## src/hw/rtl/rrqs_pkg.sv

```systemverilog
package rrqs_pkg;

	// Command codes
	typedef enum logic [2:0] {
		OP_ACTIVATE = 3'd0,
		OP_CONTINUE = 3'd1,
		OP_YIELD    = 3'd2,
		OP_SUSPEND  = 3'd3,
		OP_FINISH   = 3'd4
	} opcode_t;

	// Response status codes
	typedef enum logic [2:0] {
		RC_OK            = 3'd0,
		RC_NOT_FREE      = 3'd1,
		RC_NOT_SUSPENDED = 3'd2,
		RC_SUSPEND_EMPTY = 3'd3,
		RC_FINISH_EMPTY  = 3'd4
	} status_code_t;

	// Per-slot scheduling state
	typedef enum logic [2:0] {
		SLOT_FREE      = 3'd0,
		SLOT_READY     = 3'd1,
		SLOT_RUNNING   = 3'd2,
		SLOT_SUSPENDED = 3'd3,
		SLOT_DEAD      = 3'd4
	} slot_state_t;

	// Controller states
	typedef enum logic [1:0] {
		S_IDLE   = 2'd0,
		S_EXEC   = 2'd1,
		S_SWITCH = 2'd2
	} state_t;

	// Controller to datapath
	typedef struct packed {
		logic load;      // capture command, start table and queue reads
		logic exec;      // apply command, load response register
		logic run_next;  // mark the new running slot in the status table
	} cmd_t;

	// Datapath to controller
	typedef struct packed {
		logic switch_pending;  // command pops the queue head
	} sts_t;

endpackage

```

## src/hw/rtl/rrqs_ctrl.sv

```systemverilog
module rrqs_ctrl (
	input  logic          clk,
	input  logic          arst_n,
	input  logic          cmd_valid,
	output logic          cmd_ready,
	output logic          rsp_valid,
	input  logic          rsp_ready,
	output rrqs_pkg::cmd_t ctl,
	input  rrqs_pkg::sts_t sts
);

	rrqs_pkg::state_t state_q;
	rrqs_pkg::state_t state_nxt;
	logic             rsp_valid_q;

	// State register
	always_ff @(posedge clk or negedge arst_n) begin
		if (!arst_n) begin
			state_q <= rrqs_pkg::S_IDLE;
		end else begin
			state_q <= state_nxt;
		end
	end

	// Next state and commands
	always_comb begin
		state_nxt    = state_q;
		cmd_ready    = 1'b0;
		ctl.load     = 1'b0;
		ctl.exec     = 1'b0;
		ctl.run_next = 1'b0;
		case (state_q)
			rrqs_pkg::S_IDLE: begin
				cmd_ready = !rsp_valid_q || rsp_ready;
				if (cmd_valid && cmd_ready) begin
					ctl.load  = 1'b1;
					state_nxt = rrqs_pkg::S_EXEC;
				end
			end
			rrqs_pkg::S_EXEC: begin
				ctl.exec = 1'b1;
				if (sts.switch_pending) begin
					state_nxt = rrqs_pkg::S_SWITCH;
				end else begin
					state_nxt = rrqs_pkg::S_IDLE;
				end
			end
			rrqs_pkg::S_SWITCH: begin
				ctl.run_next = 1'b1;
				state_nxt    = rrqs_pkg::S_IDLE;
			end
			default: begin
				state_nxt = rrqs_pkg::S_IDLE;
			end
		endcase
	end

	// Hold the response until the transaction completes
	always_ff @(posedge clk or negedge arst_n) begin
		if (!arst_n) begin
			rsp_valid_q <= 1'b0;
		end else if (ctl.exec) begin
			rsp_valid_q <= 1'b1;
		end else if (rsp_ready) begin
			rsp_valid_q <= 1'b0;
		end
	end

	assign rsp_valid = rsp_valid_q;

endmodule

```

## src/hw/rtl/rrqs_datapath.sv

```systemverilog
module rrqs_datapath #(
	parameter int NUM_SLOTS = 16
) (
	input  logic           clk,
	input  logic           arst_n,
	input  rrqs_pkg::cmd_t ctl,
	output rrqs_pkg::sts_t sts,
	input  logic [2:0]     opcode,
	input  logic [3:0]     proc_id,
	output logic [2:0]     status_code,
	output logic [3:0]     running_id,
	output logic [3:0]     previous_id,
	output logic           switched,
	output logic [3:0]     ready_count,
	output logic           queue_empty
);

	localparam int SW = $clog2(NUM_SLOTS);
	localparam int CW = $clog2(NUM_SLOTS + 1);
	localparam int IW = (SW > 4) ? SW : 4;
	localparam int KW = (CW > 4) ? CW : 4;

	// Status table, fill marks and ready queue
	rrqs_pkg::slot_state_t status_mem [NUM_SLOTS];
	logic [NUM_SLOTS-1:0]  written_q;
	logic [SW-1:0]         fifo_mem [NUM_SLOTS];

	logic [SW-1:0] head_q;
	logic [SW-1:0] tail_q;
	logic [CW-1:0] count_q;
	logic [SW-1:0] cur_q;

	// Captured command and registered reads
	logic [2:0]            op_q;
	logic [SW-1:0]         idx_q;
	logic                  ok_q;
	rrqs_pkg::slot_state_t rd_state_q;
	logic                  rd_written_q;
	logic [SW-1:0]         head_rd_q;

	logic [IW-1:0]         in_ext;
	logic [SW-1:0]         in_idx;
	logic                  in_ok;
	rrqs_pkg::slot_state_t st_eff;

	rrqs_pkg::status_code_t code;
	logic                   push;
	logic                   push_ok;
	logic                   pop;
	logic [SW-1:0]          push_val;
	logic                   wr_en;
	logic [SW-1:0]          wr_addr;
	rrqs_pkg::slot_state_t  wr_val;
	logic [SW-1:0]          next_cur;
	logic [CW-1:0]          count_nxt;
	logic                   nonempty;

	logic                   mem_we;
	logic [SW-1:0]          mem_addr;
	rrqs_pkg::slot_state_t  mem_data;

	logic [IW-1:0]          run_ext;
	logic [IW-1:0]          prev_ext;
	logic [KW-1:0]          cnt_ext;

	function automatic logic [SW-1:0] ptr_next(input logic [SW-1:0] ptr);
		ptr_next = (int'(ptr) == NUM_SLOTS - 1) ? '0 : ptr + SW'(1);
	endfunction

	// Map the incoming slot number onto the table
	assign in_ext = IW'(proc_id);
	assign in_idx = in_ext[SW-1:0];
	assign in_ok  = int'(proc_id) < NUM_SLOTS;

	// Capture the command
	always_ff @(posedge clk) begin
		if (ctl.load) begin
			op_q  <= opcode;
			idx_q <= in_idx;
			ok_q  <= in_ok;
		end
	end

	// Unwritten entries read as their reset state
	assign st_eff = rd_written_q ? rd_state_q :
		((idx_q == '0) ? rrqs_pkg::SLOT_RUNNING : rrqs_pkg::SLOT_FREE);

	assign nonempty = count_q != '0;

	// Decide the command's effect
	always_comb begin
		code     = rrqs_pkg::RC_OK;
		push     = 1'b0;
		pop      = 1'b0;
		push_val = cur_q;
		wr_en    = 1'b0;
		wr_addr  = cur_q;
		wr_val   = rrqs_pkg::SLOT_READY;
		next_cur = cur_q;
		case (rrqs_pkg::opcode_t'(op_q))
			rrqs_pkg::OP_ACTIVATE: begin
				if (ok_q && st_eff == rrqs_pkg::SLOT_FREE) begin
					wr_en    = 1'b1;
					wr_addr  = idx_q;
					push     = 1'b1;
					push_val = idx_q;
				end else begin
					code = rrqs_pkg::RC_NOT_FREE;
				end
			end
			rrqs_pkg::OP_CONTINUE: begin
				if (ok_q && st_eff == rrqs_pkg::SLOT_SUSPENDED) begin
					wr_en    = 1'b1;
					wr_addr  = idx_q;
					push     = 1'b1;
					push_val = idx_q;
				end else begin
					code = rrqs_pkg::RC_NOT_SUSPENDED;
				end
			end
			rrqs_pkg::OP_YIELD: begin
				if (nonempty) begin
					push     = 1'b1;
					pop      = 1'b1;
					wr_en    = 1'b1;
					next_cur = head_rd_q;
				end
			end
			rrqs_pkg::OP_SUSPEND: begin
				if (nonempty) begin
					pop      = 1'b1;
					wr_en    = 1'b1;
					wr_val   = rrqs_pkg::SLOT_SUSPENDED;
					next_cur = head_rd_q;
				end else begin
					code = rrqs_pkg::RC_SUSPEND_EMPTY;
				end
			end
			rrqs_pkg::OP_FINISH: begin
				if (nonempty) begin
					pop      = 1'b1;
					wr_en    = 1'b1;
					wr_val   = rrqs_pkg::SLOT_DEAD;
					next_cur = head_rd_q;
				end else begin
					code = rrqs_pkg::RC_FINISH_EMPTY;
				end
			end
			default: begin
			end
		endcase
	end

	// Drop a push onto a full queue
	assign push_ok   = push && (count_q != CW'(NUM_SLOTS));
	assign count_nxt = count_q + CW'(push_ok) - CW'(pop);

	assign sts.switch_pending = pop;

	// Status table port: retire in exec, mark new running slot after
	assign mem_we   = (ctl.exec && wr_en) || ctl.run_next;
	assign mem_addr = ctl.run_next ? cur_q : wr_addr;
	assign mem_data = ctl.run_next ? rrqs_pkg::SLOT_RUNNING : wr_val;

	always_ff @(posedge clk) begin
		if (mem_we) begin
			status_mem[mem_addr] <= mem_data;
		end
		if (ctl.load) begin
			rd_state_q <= status_mem[in_idx];
		end
	end

	always_ff @(posedge clk or negedge arst_n) begin
		if (!arst_n) begin
			written_q <= '0;
		end else if (mem_we) begin
			written_q[mem_addr] <= 1'b1;
		end
	end

	always_ff @(posedge clk) begin
		if (ctl.load) begin
			rd_written_q <= written_q[in_idx];
		end
	end

	// Ready queue storage
	always_ff @(posedge clk) begin
		if (ctl.exec && push_ok) begin
			fifo_mem[tail_q] <= push_val;
		end
		if (ctl.load) begin
			head_rd_q <= fifo_mem[head_q];
		end
	end

	// Advance queue pointers and the running slot
	always_ff @(posedge clk or negedge arst_n) begin
		if (!arst_n) begin
			head_q  <= '0;
			tail_q  <= '0;
			count_q <= '0;
			cur_q   <= '0;
		end else if (ctl.exec) begin
			if (push_ok) begin
				tail_q <= ptr_next(tail_q);
			end
			if (pop) begin
				head_q <= ptr_next(head_q);
			end
			count_q <= count_nxt;
			cur_q   <= next_cur;
		end
	end

	// Response register
	assign run_ext  = IW'(next_cur);
	assign prev_ext = IW'(cur_q);
	assign cnt_ext  = KW'(count_nxt);

	always_ff @(posedge clk) begin
		if (ctl.exec) begin
			status_code <= code;
			running_id  <= run_ext[3:0];
			previous_id <= prev_ext[3:0];
			switched    <= next_cur != cur_q;
			ready_count <= cnt_ext[3:0];
			queue_empty <= count_nxt == '0;
		end
	end

endmodule

```

## src/hw/rtl/round_robin_ready_queue_scheduler.sv

```systemverilog
// Round-robin thread scheduler: one command (activate, continue, yield,
// suspend, finish) goes in per transaction and exactly one response comes
// out. The response register is loaded in the execute state, which follows
// acceptance; a command also visits the switch state when it switches the
// running slot, because the status table has a registered read port and a
// single write port: the old slot is retired in one cycle and the new head is
// marked running in the next. The next command is accepted once the
// controller is back in idle and the response register is empty or being
// drained in that cycle. Slot 0 runs after reset, every other slot is free;
// the status table needs no clearing pass, since slots never written read as
// their reset state.
module round_robin_ready_queue_scheduler #(
	parameter int NUM_SLOTS = 16
) (
	input  logic       clk,
	input  logic       arst_n,
	input  logic       cmd_valid,
	output logic       cmd_ready,
	input  logic [2:0] opcode,
	input  logic [3:0] proc_id,
	output logic       rsp_valid,
	input  logic       rsp_ready,
	output logic [2:0] status_code,
	output logic [3:0] running_id,
	output logic [3:0] previous_id,
	output logic       switched,
	output logic [3:0] ready_count,
	output logic       queue_empty
);

	rrqs_pkg::cmd_t ctl;
	rrqs_pkg::sts_t sts;

	rrqs_ctrl u_ctrl (
		.clk       (clk),
		.arst_n    (arst_n),
		.cmd_valid (cmd_valid),
		.cmd_ready (cmd_ready),
		.rsp_valid (rsp_valid),
		.rsp_ready (rsp_ready),
		.ctl       (ctl),
		.sts       (sts)
	);

	rrqs_datapath #(
		.NUM_SLOTS (NUM_SLOTS)
	) u_datapath (
		.clk         (clk),
		.arst_n      (arst_n),
		.ctl         (ctl),
		.sts         (sts),
		.opcode      (opcode),
		.proc_id     (proc_id),
		.status_code (status_code),
		.running_id  (running_id),
		.previous_id (previous_id),
		.switched    (switched),
		.ready_count (ready_count),
		.queue_empty (queue_empty)
	);

endmodule

```

## config.mk

```make
export PLATFORM = sky130hd
export DESIGN_NAME = round_robin_ready_queue_scheduler
export DESIGN_NICKNAME = d
export VERILOG_FILES = /design/src/hw/rtl/rrqs_pkg.sv /design/src/hw/rtl/rrqs_ctrl.sv /design/src/hw/rtl/rrqs_datapath.sv /design/src/hw/rtl/round_robin_ready_queue_scheduler.sv
export SDC_FILE = /design/constraint.sdc
export NUM_CORES = 1
export LEC_CHECK = 0
export BUFFER_PORTS_ARGS = -buffer_cell sky130_fd_sc_hd__buf_2
export CAP_MARGIN = 0
export CORE_ASPECT_RATIO = 1.75
export CORE_MARGIN = 4
export CORE_UTILIZATION = 35
export CTS_CLUSTER_SIZE = 40
export DETAILED_ROUTE_END_ITERATION = 8
export RECOVER_POWER = 100
export SYNTH_ARGS = -nofsm -noshare
export SYNTH_HDL_FRONTEND = slang
export SYNTH_SLANG_ARGS = --single-unit
export TNS_END_PERCENT = 30
```

## constraint.sdc

```tcl
create_clock -name clk -period 8.5 [get_ports clk]
set_clock_uncertainty 0.2 [all_clocks]
set_input_delay 0.85 -clock clk [delete_from_list [all_inputs] [get_ports clk]]
set_output_delay 0.85 -clock clk [all_outputs]
set_load 0.01 [all_outputs]
```

; ---- After elaboration in Yosys (flattened, before gate mapping)
; Memory sizes are Yosys's and may differ from the RTL's. A register that Yosys moved wholly into a read port is not among the register bits.
; Index checks and enable logic that the tools add are counted.
[op_classes]
mux = 43
n_addsub = 4
n_eq_ne = 12
order_cmp = 3
n_bitwise = 1
n_reduce_logical = 18
[ops]
columns = op, n
row1 = $mux W4, 7
row2 = $mux W1, 18
row3 = $or A16 B16 Y16, 1
row4 = $mux W2, 6
row5 = $mux W3, 4
row6 = $pmux W3 S4, 1
row7 = $lt A4 B5 Y1 const B, 2
row8 = $eq A3 B2 Y1 const B, 3
row9 = $add A4 B1 Y4 const B, 2
row10 = $eq A4 B1 Y1 const B, 2
row11 = $pmux W4 S2, 1
row12 = $logic_not A3 Y1, 2
row13 = $pmux W1 S3, 2
row14 = $pmux W3 S2, 1
row15 = $add A5 B1 Y5, 1
row16 = $logic_and A1 B1 Y1, 5
row17 = $logic_not A5 Y1, 1
row18 = $ne A5 B5 Y1 const B, 1
row19 = $reduce_bool A5 Y1, 1
row20 = $sub A5 B1 Y5, 1
row21 = $bmux W1 S4, 1
row22 = $demux W1 S4, 1
row23 = $ge A4 B1 Y1 const B, 1
row24 = $logic_not A4 Y1, 1
row25 = other kinds (13), 15
[word_totals]
output_inout_bits = 19
elab_cells = 99
ramBits = 112
register_bits = 61
memories = 2
[mem_list]
columns = memory, depth, word_bits, read_ports, rd_clocked_by_memory_dff, write_ports, line_no
row1 = u_datapath.fifo_mem, 16, 4, 1, 1, 1, rrqs_datapath.sv:26  ; logic [SW-1:0] fifo_mem [NUM_SLOTS];
row2 = u_datapath.status_mem, 16, 3, 1, 1, 1, rrqs_datapath.sv:24  ; rrqs_pkg::slot_state_t status_mem [NUM_SLOTS];

; ---- Depth between registers and ports, before layout
; Gate-level depths: netlist (run 1).
[logic_depth]
ltp_word = 12
mapped_depth = 14

; ---- Hierarchy
; A second synthesis (run 1) with hierarchy kept.
[unflattened]
cells_unflattened = 503
area_unflattened_um2 = 7840.0
[modules_own_cells]
columns = module, n_inst, seq_area_each_um2, area_per_inst_um2, cells_per_inst
row1 = rrqs_datapath, 1, 5149.9, 7696.1, 492
row2 = rrqs_ctrl, 1, 75.1, 143.9, 11

; ---- Worst setup path before layout (run 1)
; OpenSTA, ideal clock, no wires.
[synth_path]
path_kind = flip-flop to flip-flop
startpoint = reg u_datapath.count_q[3]
endpoint = reg u_datapath.queue_empty, data pin
arrival_time_ns = 2.743
path_slack_ns = 5.301
stages_incl_launch_ff = 15
synth_period_minus_slack_ns = 3.199
cell_sequence = dfrtp_1 inv_1 ha_1 nor4b_4 a21o_1 inv_1 ha_1 inv_1 ha_1 fa_1 a21oi_1 o21bai_1 xnor2_1 xnor2_1 nor3_1
[synth_between]
elab_chain_cells = 7
[synth_lines]
columns = item, line_no
row1 = "start, declared", rrqs_datapath.sv:30  ; logic [CW-1:0] count_q;
row2 = "start signal, assigned", rrqs_datapath.sv:212  ; count_q <= count_nxt;
row3 = $reduce_bool A5 Y1, rrqs_datapath.sv:88  ; assign nonempty = count_q != '0;
row4 = $mux W1, "rrqs_datapath.sv:122, rrqs_datapath.sv:130, rrqs_datapath.sv:140"
row5 = $pmux W1 S3, rrqs_datapath.sv:100  ; case (rrqs_pkg::opcode_t'(op_q))
row6 = $logic_and A1 B1 Y1, rrqs_datapath.sv:155  ; assign push_ok = push && (count_q != CW'(NUM_SLOTS));
row7 = $add A5 B1 Y5, rrqs_datapath.sv:156  ; assign count_nxt = count_q + CW'(push_ok) - CW'(pop);
row8 = $sub A5 B1 Y5 *, rrqs_datapath.sv:156
row9 = $logic_not A5 Y1 *, rrqs_datapath.sv:229  ; queue_empty <= count_nxt == '0;
row10 = "end signal, assigned", rrqs_datapath.sv:229
row11 = "end, declared", rrqs_datapath.sv:15  ; output logic queue_empty
; Mark *: on every way between the ends. The rest lies on a longest branch, timed or not.
; A chain may end at the register's enable or synchronous reset.

; ---- Worst setup path in the final report (run 1)
; Ends and elaborated chain as after synthesis.

==> flow_metrics.tcl, run 1 <==
set metrics [dict create \
    post_cts_buffers 0 \
    status "finished with violations" \
    grt_pass1_vias 4615 \
    synth-edff-count 144 \
    setup_tns_ns 0 \
    ys_seq_area_share_pct 66.74 \
    clock_latency_ns 0.42 \
    grt_max_degree 37 \
    crit_fanout 9 \
    detail_route.drc_violations 0 \
    grt.met3_usage_pct 3.135 \
    met2_usage_pct 27.13 \
    num-nets-final 542 \
    path_buf_inv 3 \
    gp_congestion 0.7878 \
    slew_headroom_pct -42.63 \
    clk_pin_slew_worst_paths_ns 0.06 \
    leakage_nw 3.008 \
    cts_inserted_buffers 17 \
    ctsHoldBuffers 0 \
    wl_mm 16.55 \
    core_area_mm2 0.02207 \
    grt-ovfl-total 0 \
    hpwl_mm 11.87 \
    io_buffers 29 \
    ys_warn_count 0 \
    yosysTopAreaCell "edfxtp_1" \
    ant_nets 0 \
    peakVddDrop_v 0.0001033 \
    regArea_mm2 0.005225 \
    netlist_instances 490 \
    clk_path_buf_depth 2 \
    power.density_mw_per_mm2 314.0 \
    rsz0062_at_grt "false" \
    cts_tree "yes" \
    ys_ff_latch 180 \
    critical_path_class "flop to flop" \
    met1_usage_pct 14.50 \
    clkSinkCount 180 \
    cp-end-kind "flop" \
    cap_violations 3 \
    netlist_area_mm2 0.007829 \
    worstSetupStartpointType "flop" \
    synth_area_leaders "edfxtp_1 (55%), dfrtp_1 (12%), mux4_2 (8.1%), mux2_2 (2.3%), mux2i_1 (1.8%)" \
    cts_root_buf "clkbuf_16" \
    synth_cell_type_count 58 \
    cp_slowest_stage_delay_ns 1.13 \
    layout-drive-gt1-share_pct 15.79 \
    wl_per_cell_um 19.99 \
    fillers 2041 \
    synth.most_common_cell "edfxtp_1" \
    syn-num-nets 513 \
    synth_top_area_share_pct 55.23 \
    drtIter0Drc 295 \
    cp.arrival_ns 4.28 \
    path_cells "inv_1 > ha_1 > nor4b_1 > a21o_1 > inv_1 > ha_1 > inv_1 > ha_1 > fa_1 > a21oi_1 > o21bai_1 > xnor2_1 > xnor2_1 > nor3_1" \
    htreeDepth 4 \
    fp.dieH_um 205.8 \
    slew_violations 84 \
    synthArstFlopShare_pct 20.00 \
    vias_per_cell 5.150 \
    stdcell_area_mm2 0.008708 \
    grt_pass1_wl_mm 26.16 \
    placed_cell_area_mm2 0.008254 \
    synth-main-ff-cell "edfxtp_1" \
    row_count 72 \
    initial_core_util_pct 35.47 \
    cp_slowest_cell "nor4b_1" \
    required_ns 8.47 \
    grt-busiest-layer "met2" \
    fin_crit_ns 4.305 \
    reg2reg_slack_ns 4.20 \
    die_w_um 121.1 \
    path_delay_family "simple AND/OR/NAND/NOR gates" \
    ys_top_cells_by_count "edfxtp_1 (144), dfrtp_1 (36), mux4_2 (28), inv_1 (22), nor2_1 (21)" \
    dr.pass1.iters 5 \
    post_cts_resized 0 \
    ioPinCount 30 \
    vias 4264 \
    setup_viol 0 \
    fmax_ghz 0.2323 \
    grt_usage_pct 13.99 \
    syn_to_final_growth_pct 11.24 \
    violations "capacitance limit, slew limit" \
    timing.final.crit_share_pct 50.65 \
    min-delay-path-class "flop to flop" \
    finalHoldViolations 0 \
    die_area_mm2 0.02492 \
    syn_avg_cell_area_um2 15.98 \
    multi_input_area_mm2 0.002346 \
    antenna_found_initial 0 \
    worstMarginPinSlew_ns 2.139 \
    n_antenna_cell 0 \
]
## layer usage
metal  vias to the layer above  wire (um)
met5                         -          0
met4                         0        261
met3                        13        509
met2                        93       9685
met1                      2197       6093
li1                       1961          -
## sequential cells by signal (all words and copies together), names as in the netlist, 5 cells and up
register,count
u_datapath.fifo_mem,64
u_datapath.written_q,16
u_datapath.count_q,5
u_datapath.status_mem,48
## final timing paths
| path | start | end | cells after the start |
|---|---|---|---|
| setup / recovery | u_datapath.count_q[3] | u_datapath.queue_empty | 14 |
| hold / removal | u_datapath.written_q[5] | u_datapath.written_q[5] | 2 |
| setup reg to reg | u_datapath.count_q[3] | u_datapath.queue_empty | 14 |
| hold reg to reg | u_datapath.written_q[5] | u_datapath.written_q[5] | 2 |
| max in group asynchronous | arst_n | u_datapath.written_q[0] | 1 |
| min in group asynchronous | arst_n | u_datapath.tail_q[2] | 1 |
## power breakdown
part | internal [mW] | leakage [nW] | switching, mW
Combinational | 0.281 | 0.980 | 0.437
Sequential | 1.17 | 1.77 | 0.119
Clock | 0.385 | 0.259 | 0.348
Total | 1.83 | 3.01 | 0.903
## layout make-up
cell class              count  share of cell area [%]
flip-flops and latches    180                   60.00
well taps                 296                   4.253
clock buffers              19                   4.971
inverters                  23                  0.9914
repair buffers             33                   1.466
multi-input cells         264                   26.94
clock inverters            13                   1.379
## stage by stage
stage | power [mW] | util (%) | worst slack, ns | hold slack (ns) | std cells
floorplan | 1.809 | - | 5.301 | 0.2231 | 490
global placement | 2.019 | 37.40 | 4.991 | 0.2415 | 796
detailed placement | 2.047 | 37.40 | 4.894 | 0.2525 | 796
CTS | 2.786 | 39.90 | 4.880 | 0.2691 | 828
global route | 2.881 | 39.46 | 3.946 | 0.2847 | 828
finish | 2.735 | 39.46 | 4.195 | 0.2709 | 828
## kinds of logic after synthesis
| family | after synthesis | synth area share [%] |
|---|---|---|
| simple gates | 103 | 7.591 |
| mux | 58 | 12.15 |
| flops | 180 | 66.74 |
| compound gates | 80 | 7.639 |
| buf+inv | 46 | 2.637 |
| xor+xnor | 11 | 1.231 |
| fa+ha+maj | 12 | 2.014 |
## worst register-to-register path, cell delays in order (launching register included)
cell	delay [ns]
dfrtp_1	0.38
inv_1	0.12
ha_1	0.19
nor4b_1	1.13
a21o_1	0.34
inv_1	0.08
ha_1	0.28
inv_1	0.04
ha_1	0.21
fa_1	0.41
a21oi_1	0.16
o21bai_1	0.10
xnor2_1	0.22
xnor2_1	0.15
nor3_1	0.06
## cell usage in the layout, fill, tap and decap left out, types with 14 or more instances in the layout
master     count
o21ai_0       18
clkbuf_1      32
inv_1         23
mux4_2        28
mux2i_1       14
nor2_1        23
clkbuf_16     17
nand2_1       18
edfxtp_1     144
dfrtp_1       36
(Power assumes the default switching activity.)
==> inputs of run 2 (changes only) <==
==> constraint.sdc (replaced) <==
create_clock -name clk -period 3.5 [get_ports clk]
set_clock_uncertainty 0.2 [all_clocks]
set_input_delay 0.35 -clock clk [delete_from_list [all_inputs] [get_ports clk]]
set_output_delay 0.35 -clock clk [all_outputs]
set_load 0.01 [all_outputs]
==> flow_metrics.tcl, run 2 (synthesis results as in run 1) <==
set metrics [dict create \
    min_from "proc_id[3]" \
    cts_tree "yes" \
    cts_root_buf "clkbuf_16" \
    largest_reg_flops 64 \
    ant_nets 0 \
    violations "capacitance limit, slew limit" \
    rr_startpoint "u_datapath.count_q[3]" \
    grt_pass1_vias 4607 \
    clk_pin_slew_worst_paths_ns 0.07 \
    io_buffers 29 \
    reg_top3 "u_datapath.fifo_mem (64), u_datapath.status_mem (48), u_datapath.written_q (16)" \
    final_common_cell "edfxtp_1" \
    die_area_mm2 0.02492 \
    num-nets-final 558 \
    top_register "u_datapath.fifo_mem" \
    dr.pass1.iters 4 \
    cp-end-kind "flop" \
    slew_headroom_pct -57.25 \
    min-delay-path-class "input pin to flop" \
    crit_fanout 3 \
    clk_path_buf_depth 2 \
    grt-ovfl-total 0 \
    power.density_mw_per_mm2 751.8 \
    leakage_nw 3.061 \
    grt_pass1_wl_mm 26.45 \
    detail_route.drc_violations 0 \
    critical_path_class "flop to flop" \
    core_area_mm2 0.02207 \
    stdcell_area_mm2 0.008828 \
    reg2reg_depth 14 \
    fin_crit_ns 3.171 \
    setup_tns_ns 0 \
    ioPinCount 30 \
    wl_per_cell_um 19.43 \
    status "finished with violations" \
    vias 4267 \
    fp.dieH_um 205.8 \
    drtIter0Drc 239 \
    gp_congestion 0.8556 \
    placed_cell_area_mm2 0.008337 \
    vias_per_cell 5.062 \
    grt_max_degree 37 \
    slew_violations 37 \
    peakVddDrop_v 0.0003756 \
    initial_core_util_pct 35.47 \
    whs_path_depth 1 \
    syn_to_final_growth_pct 12.77 \
    finalHoldViolations 0 \
    required_ns 3.47 \
    rsz0062_at_grt "false" \
    row_count 72 \
    grt_usage_pct 14.08 \
    worstSetupStartpointType "flop" \
    htreeDepth 4 \
    wl_mm 16.38 \
    layout-drive-gt1-share_pct 17.18 \
    antenna_found_initial 0 \
    fmax_ghz 0.3153 \
    setup_viol 0 \
    clock_latency_ns 0.42 \
    cp.arrival_ns 3.15 \
    cap_violations 1 \
    clkSinkCount 180 \
    post_cts_resized 0 \
    cts_inserted_buffers 17 \
    worstMarginPinSlew_ns 2.359 \
    final_cell_mix "edfxtp_1 (144), dfrtp_1 (36), clkbuf_1 (34), mux4_2 (28), inv_1 (23)" \
    reg2reg_slack_ns 0.33 \
    die_w_um 121.1 \
    timing.final.crit_share_pct 90.61 \
    r2r-end "u_datapath.queue_empty" \
    hpwl_mm 11.90 \
    n_antenna_cell 0 \
    hold-path-endpoint "u_datapath.idx_q[3]" \
]
-- run 2: changes by cell type in the layout (fill, tap and decap cells not counted), moves of 2 or more --
| cell | delta |
|---|---|
| inv_8 | -2 |
| clkinv_1 | +2 |
| clkinv_4 | +2 |
| dlygate4sd3_1 | +5 |
| buf_4 | +7 |
| clkbuf_1 | +2 |
| mux2_2 | +2 |
| mux2_1 | -2 |
-- run 2: timing repair --
action / in CTS / in global routing
setup endpoints to repair: 0 / 0
setup buffers: 0 / 0
endpoints found under the hold margin: 40 / 0
hold buffers: 5 / 0
-- run 2: stage by stage --
stage	worst slack, ns	instances	total power, mW	utilization [%]	hold slack [ns]
6_report	0.3286	843	6.637	40.00	0.1252
5_1_grt	0.06189	843	7.020	40.00	0.1310
4_1_cts	0.3076	843	6.777	40.41	0.01663
3_5_place_dp	0.3329	807	5.045	37.77	0.2559
3_3_place_gp	0.3570	807	4.983	37.77	0.2435
2_1_floorplan	0.3007	490	4.393	-	-0.1456
-- run 2: cell type report --
cell class / instances / area, um^2
Timing Repair Buffer: 49 / 245.2
Clock inverter: 14 / 106.4
Fill cell: 2064 / 13240
Sequential cell: 180 / 5225
Clock buffer: 17 / 425.4
Inverter: 23 / 86.33
Multi-Input combinational cell: 264 / 2370
Tap cell: 296 / 370.4
-- run 2: critical path: stages, from the launching register on --
cell and delay (ns):
dfrtp_1 0.38, inv_1 0.11, ha_1 0.20, nor4b_4 0.27, a21o_1 0.15, inv_1 0.04, ha_1 0.26, inv_1 0.04
ha_1 0.22, fa_1 0.40, a21oi_1 0.15, o21bai_1 0.09, xnor2_1 0.21, xnor2_1 0.14, nor3_1 0.06
-- run 2: routing by layer --
layer,vias to the layer above,global-route usage (%),wire length (um)
met2,77,26.89,9636
met4,0,4.943,333
met1,2174,15.06,5992
met5,-,0,0
met3,25,2.943,420
li1,1991,-,-
-- run 2: worst max-delay path by stage --
stage	start	end	cells after the start
floorplan	u_datapath.count_q[3]	u_datapath.queue_empty	14
global placement	u_datapath.count_q[3]	u_datapath.queue_empty	14
detailed placement	u_datapath.count_q[3]	u_datapath.queue_empty	14
CTS	u_datapath.count_q[3]	u_datapath.queue_empty	14
global route	u_datapath.count_q[3]	u_datapath.queue_empty	14
finish	u_datapath.count_q[3]	u_datapath.queue_empty	14
-- run 2: power by group --
part	switching, mW	internal, mW
clock	0.813	0.911
sequential	0.330	2.83
combinational	1.03	0.728
==> inputs of run 3 (changes only) <==
--- a/config.mk
+++ b/config.mk
@@ -7,11 +7,14 @@
 export LEC_CHECK = 0
 export BUFFER_PORTS_ARGS = -buffer_cell sky130_fd_sc_hd__buf_2
 export CAP_MARGIN = 0
+export CELL_PAD_IN_SITES_DETAIL_PLACEMENT = 2
+export CELL_PAD_IN_SITES_GLOBAL_PLACEMENT = 2
 export CORE_ASPECT_RATIO = 1.75
 export CORE_MARGIN = 4
 export CORE_UTILIZATION = 35
 export CTS_CLUSTER_SIZE = 40
 export DETAILED_ROUTE_END_ITERATION = 8
+export PLACE_DENSITY_LB_ADDON = 0.1
 export RECOVER_POWER = 100
 export SYNTH_ARGS = -nofsm -noshare
 export SYNTH_HDL_FRONTEND = slang
==> flow_metrics.tcl, run 3 (synthesis results as in run 1) <==
set metrics [dict create \
    cp_slowest_cell "fa_1" \
    die_w_um 121.1 \
    status "finished with violations" \
    fin_crit_ns 3.312 \
    hpwl_mm 14.95 \
    num-nets-final 563 \
    final_util_pct 40.54 \
    initial_core_util_pct 35.47 \
    vias 4337 \
    detail_route.drc_violations 0 \
    grt-ovfl-total 0 \
    core_area_mm2 0.02207 \
    largest_reg_flops 64 \
    violations "capacitance limit, slew limit" \
    p_clk_share_pct 28.4 \
    path_cells "inv_1 > ha_1 > nor4b_4 > buf_4 > nor3_2 > o311a_4 > ha_1 > fa_1 > a21oi_1 > o21bai_1 > xnor2_2 > xnor2_1 > nor3_1" \
    setup_viol 0 \
    power.density_mw_per_mm2 788.5 \
    reg2reg_slack_ns 0.19 \
    fmax_ghz 0.3019 \
    htreeDepth 4 \
    fp.dieH_um 205.8 \
    antenna_found_initial 0 \
    setup_tns_ns 0 \
    grt_pass1_wl_mm 30.84 \
    path_buf_inv 2 \
    seqPwrFrac_pct 44.4 \
    io_buffers 29 \
    drtIter0Drc 192 \
    cts_tree "yes" \
    peakVddDrop_v 0.0003758 \
    wl_mm 19.98 \
    reg2reg_depth 13 \
    crit_path_frequent_cell "ha_1" \
    top_register "u_datapath.fifo_mem" \
    layout-drive-gt1-share_pct 17.18 \
    min-delay-path-class "input pin to flop" \
    worstMarginPinSlew_ns 2.284 \
    wl_per_cell_um 23.53 \
    required_ns 3.49 \
    rr_startpoint "u_datapath.count_q[3]" \
    cp.arrival_ns 3.30 \
    finalWorstSetupSlack_ns 0.1875 \
    slew_violations 37 \
    grt_pass1_vias 5011 \
    gp_congestion 0.7807 \
    hold_slack_ns 0.09708 \
    clock_latency_ns 0.44 \
    n_antenna_cell 0 \
    switching_power_mw 2.278 \
    vias_per_cell 5.108 \
    die_area_mm2 0.02492 \
    critical_path_class "flop to flop" \
    path_delay_family "adder cells" \
    grt_max_degree 37 \
    ant_nets 0 \
    clk_path_buf_depth 2 \
    finalHoldViolations 0 \
    ioPinCount 30 \
    cp_slowest_stage_delay_ns 0.43 \
    reg_top3 "u_datapath.fifo_mem (64), u_datapath.status_mem (48), u_datapath.written_q (16)" \
    worstSetupStartpointType "flop" \
    slew_headroom_pct -52.30 \
    clk_pin_slew_worst_paths_ns 0.07 \
    dp.cells 811 \
    final_cell_mix "edfxtp_1 (144), dfrtp_1 (36), clkbuf_1 (35), mux4_2 (28)" \
    crit_fanout 6 \
    dr.pass1.iters 6 \
    cap_violations 1 \
    leakage_nw 3.130 \
    switching_share_pct 32.28 \
    cts_root_buf "clkbuf_16" \
    fillers 2150 \
    cp-end-kind "flop" \
    r2r-end "u_datapath.queue_empty" \
    intPower_mw 4.778 \
    critical_path_depth 13 \
    final_common_cell "edfxtp_1" \
    cts_inserted_buffers 17 \
    syn_to_final_growth_pct 14.30 \
    crit_path_start "u_datapath.count_q[3]" \
    crit_end "u_datapath.queue_empty" \
    post-place-ws_ns 0.1947 \
    combPwrFrac_pct 27.3 \
    stdcell_count 849 \
    multi_input_area_mm2 0.002372 \
    row_count 72 \
    timing.final.crit_share_pct 94.64 \
    rsz0062_at_grt "false" \
    clkSinkCount 180 \
    grt_usage_pct 17.15 \
    regArea_mm2 0.005225 \
]
==> run 3: cell count changes in the layout (fill, tap and decap cells not counted), moves of 2 or more <==
cell       before  now
and2_0          4    2
buf_4           7   11
bufinv_16       0    4
clkbuf_2        0    2
inv_6           3    1
mux2_1          3    6
mux2_2         13   10
o31ai_1         2    4
o31ai_2         7    5
==> run 3: area by class of cell <==
class                      instances  area share, %
timing repair buffer              54          3.132
inverter                          23         0.9648
multi-input combinational        264          26.51
sequential                       180          58.39
clock inverter                    14          2.069
clock buffer                      18          4.796
tap                              296          4.139
==> run 3: through the flow <==
step,total power [mW],instance area [um^2]
final,7.056,8949
after global routing,7.452,8949
after global placement,5.087,8367
after detailed placement,5.181,8367
after CTS,7.219,9031
after floorplan,4.393,7829
==> run 3: worst min-delay path by stage <==
| stage | startpoint | end | slack (ns) | depth (start not counted) |
|---|---|---|---|---|
| 2_1_floorplan | arst_n | u_ctrl.rsp_valid | -0.15 | 0 |
| 3_3_place_gp | u_datapath.written_q[7] | u_datapath.written_q[7] | 0.25 | 2 |
| 3_5_place_dp | u_datapath.written_q[15] | u_datapath.written_q[15] | 0.26 | 2 |
| 4_1_cts | proc_id[3] | u_datapath.idx_q[3] | 0.01 | 1 |
| 5_1_grt | rsp_ready | u_ctrl.rsp_valid | 0.12 | 3 |
| 6_report | rsp_ready | u_ctrl.rsp_valid | 0.1 | 3 |
==> run 3: worst reg2reg max path: cells and delay by family (launching register included) <==
kind,cells,cell delay (ns)
flops,1,0.39
compound gates,3,0.62
xor+xnor,2,0.35
fa+ha+maj,3,0.85
simple gates,3,0.35
buf+inv,2,0.32
==> run 3: layer usage <==
layer / up-vias / track usage (%) / part of all wire, %
li1: 2004 / - / -
met1: 2253 / 16.22 / 35
met3: 26 / 2.998 / 1.7
met5: - / 0 / 0
met2: 54 / 34.97 / 61
met4: 0 / 7.131 / 2.6
==> run 3: power groups by stage <==
| stage | Combinational [mW] | Clock [mW] | Sequential, mW |
|---|---|---|---|
| floorplan | 1.35 | 0 | 3.04 |
| global placement | 1.93 | 0 | 3.15 |
| detailed placement | 2.00 | 0 | 3.18 |
| CTS | 2.03 | 2.05 | 3.14 |
| global route | 2.13 | 2.14 | 3.19 |
| finish | 1.93 | 2.00 | 3.13 |
==> run 3: repair_timing <==
action | 4_1_cts | 5_1_grt
hold buffers | 5 | 0
setup endpoints to repair | 0 | 1
resized for setup | 0 | 1
endpoints found under the hold margin | 40 | 0
setup buffers | 0 | 1
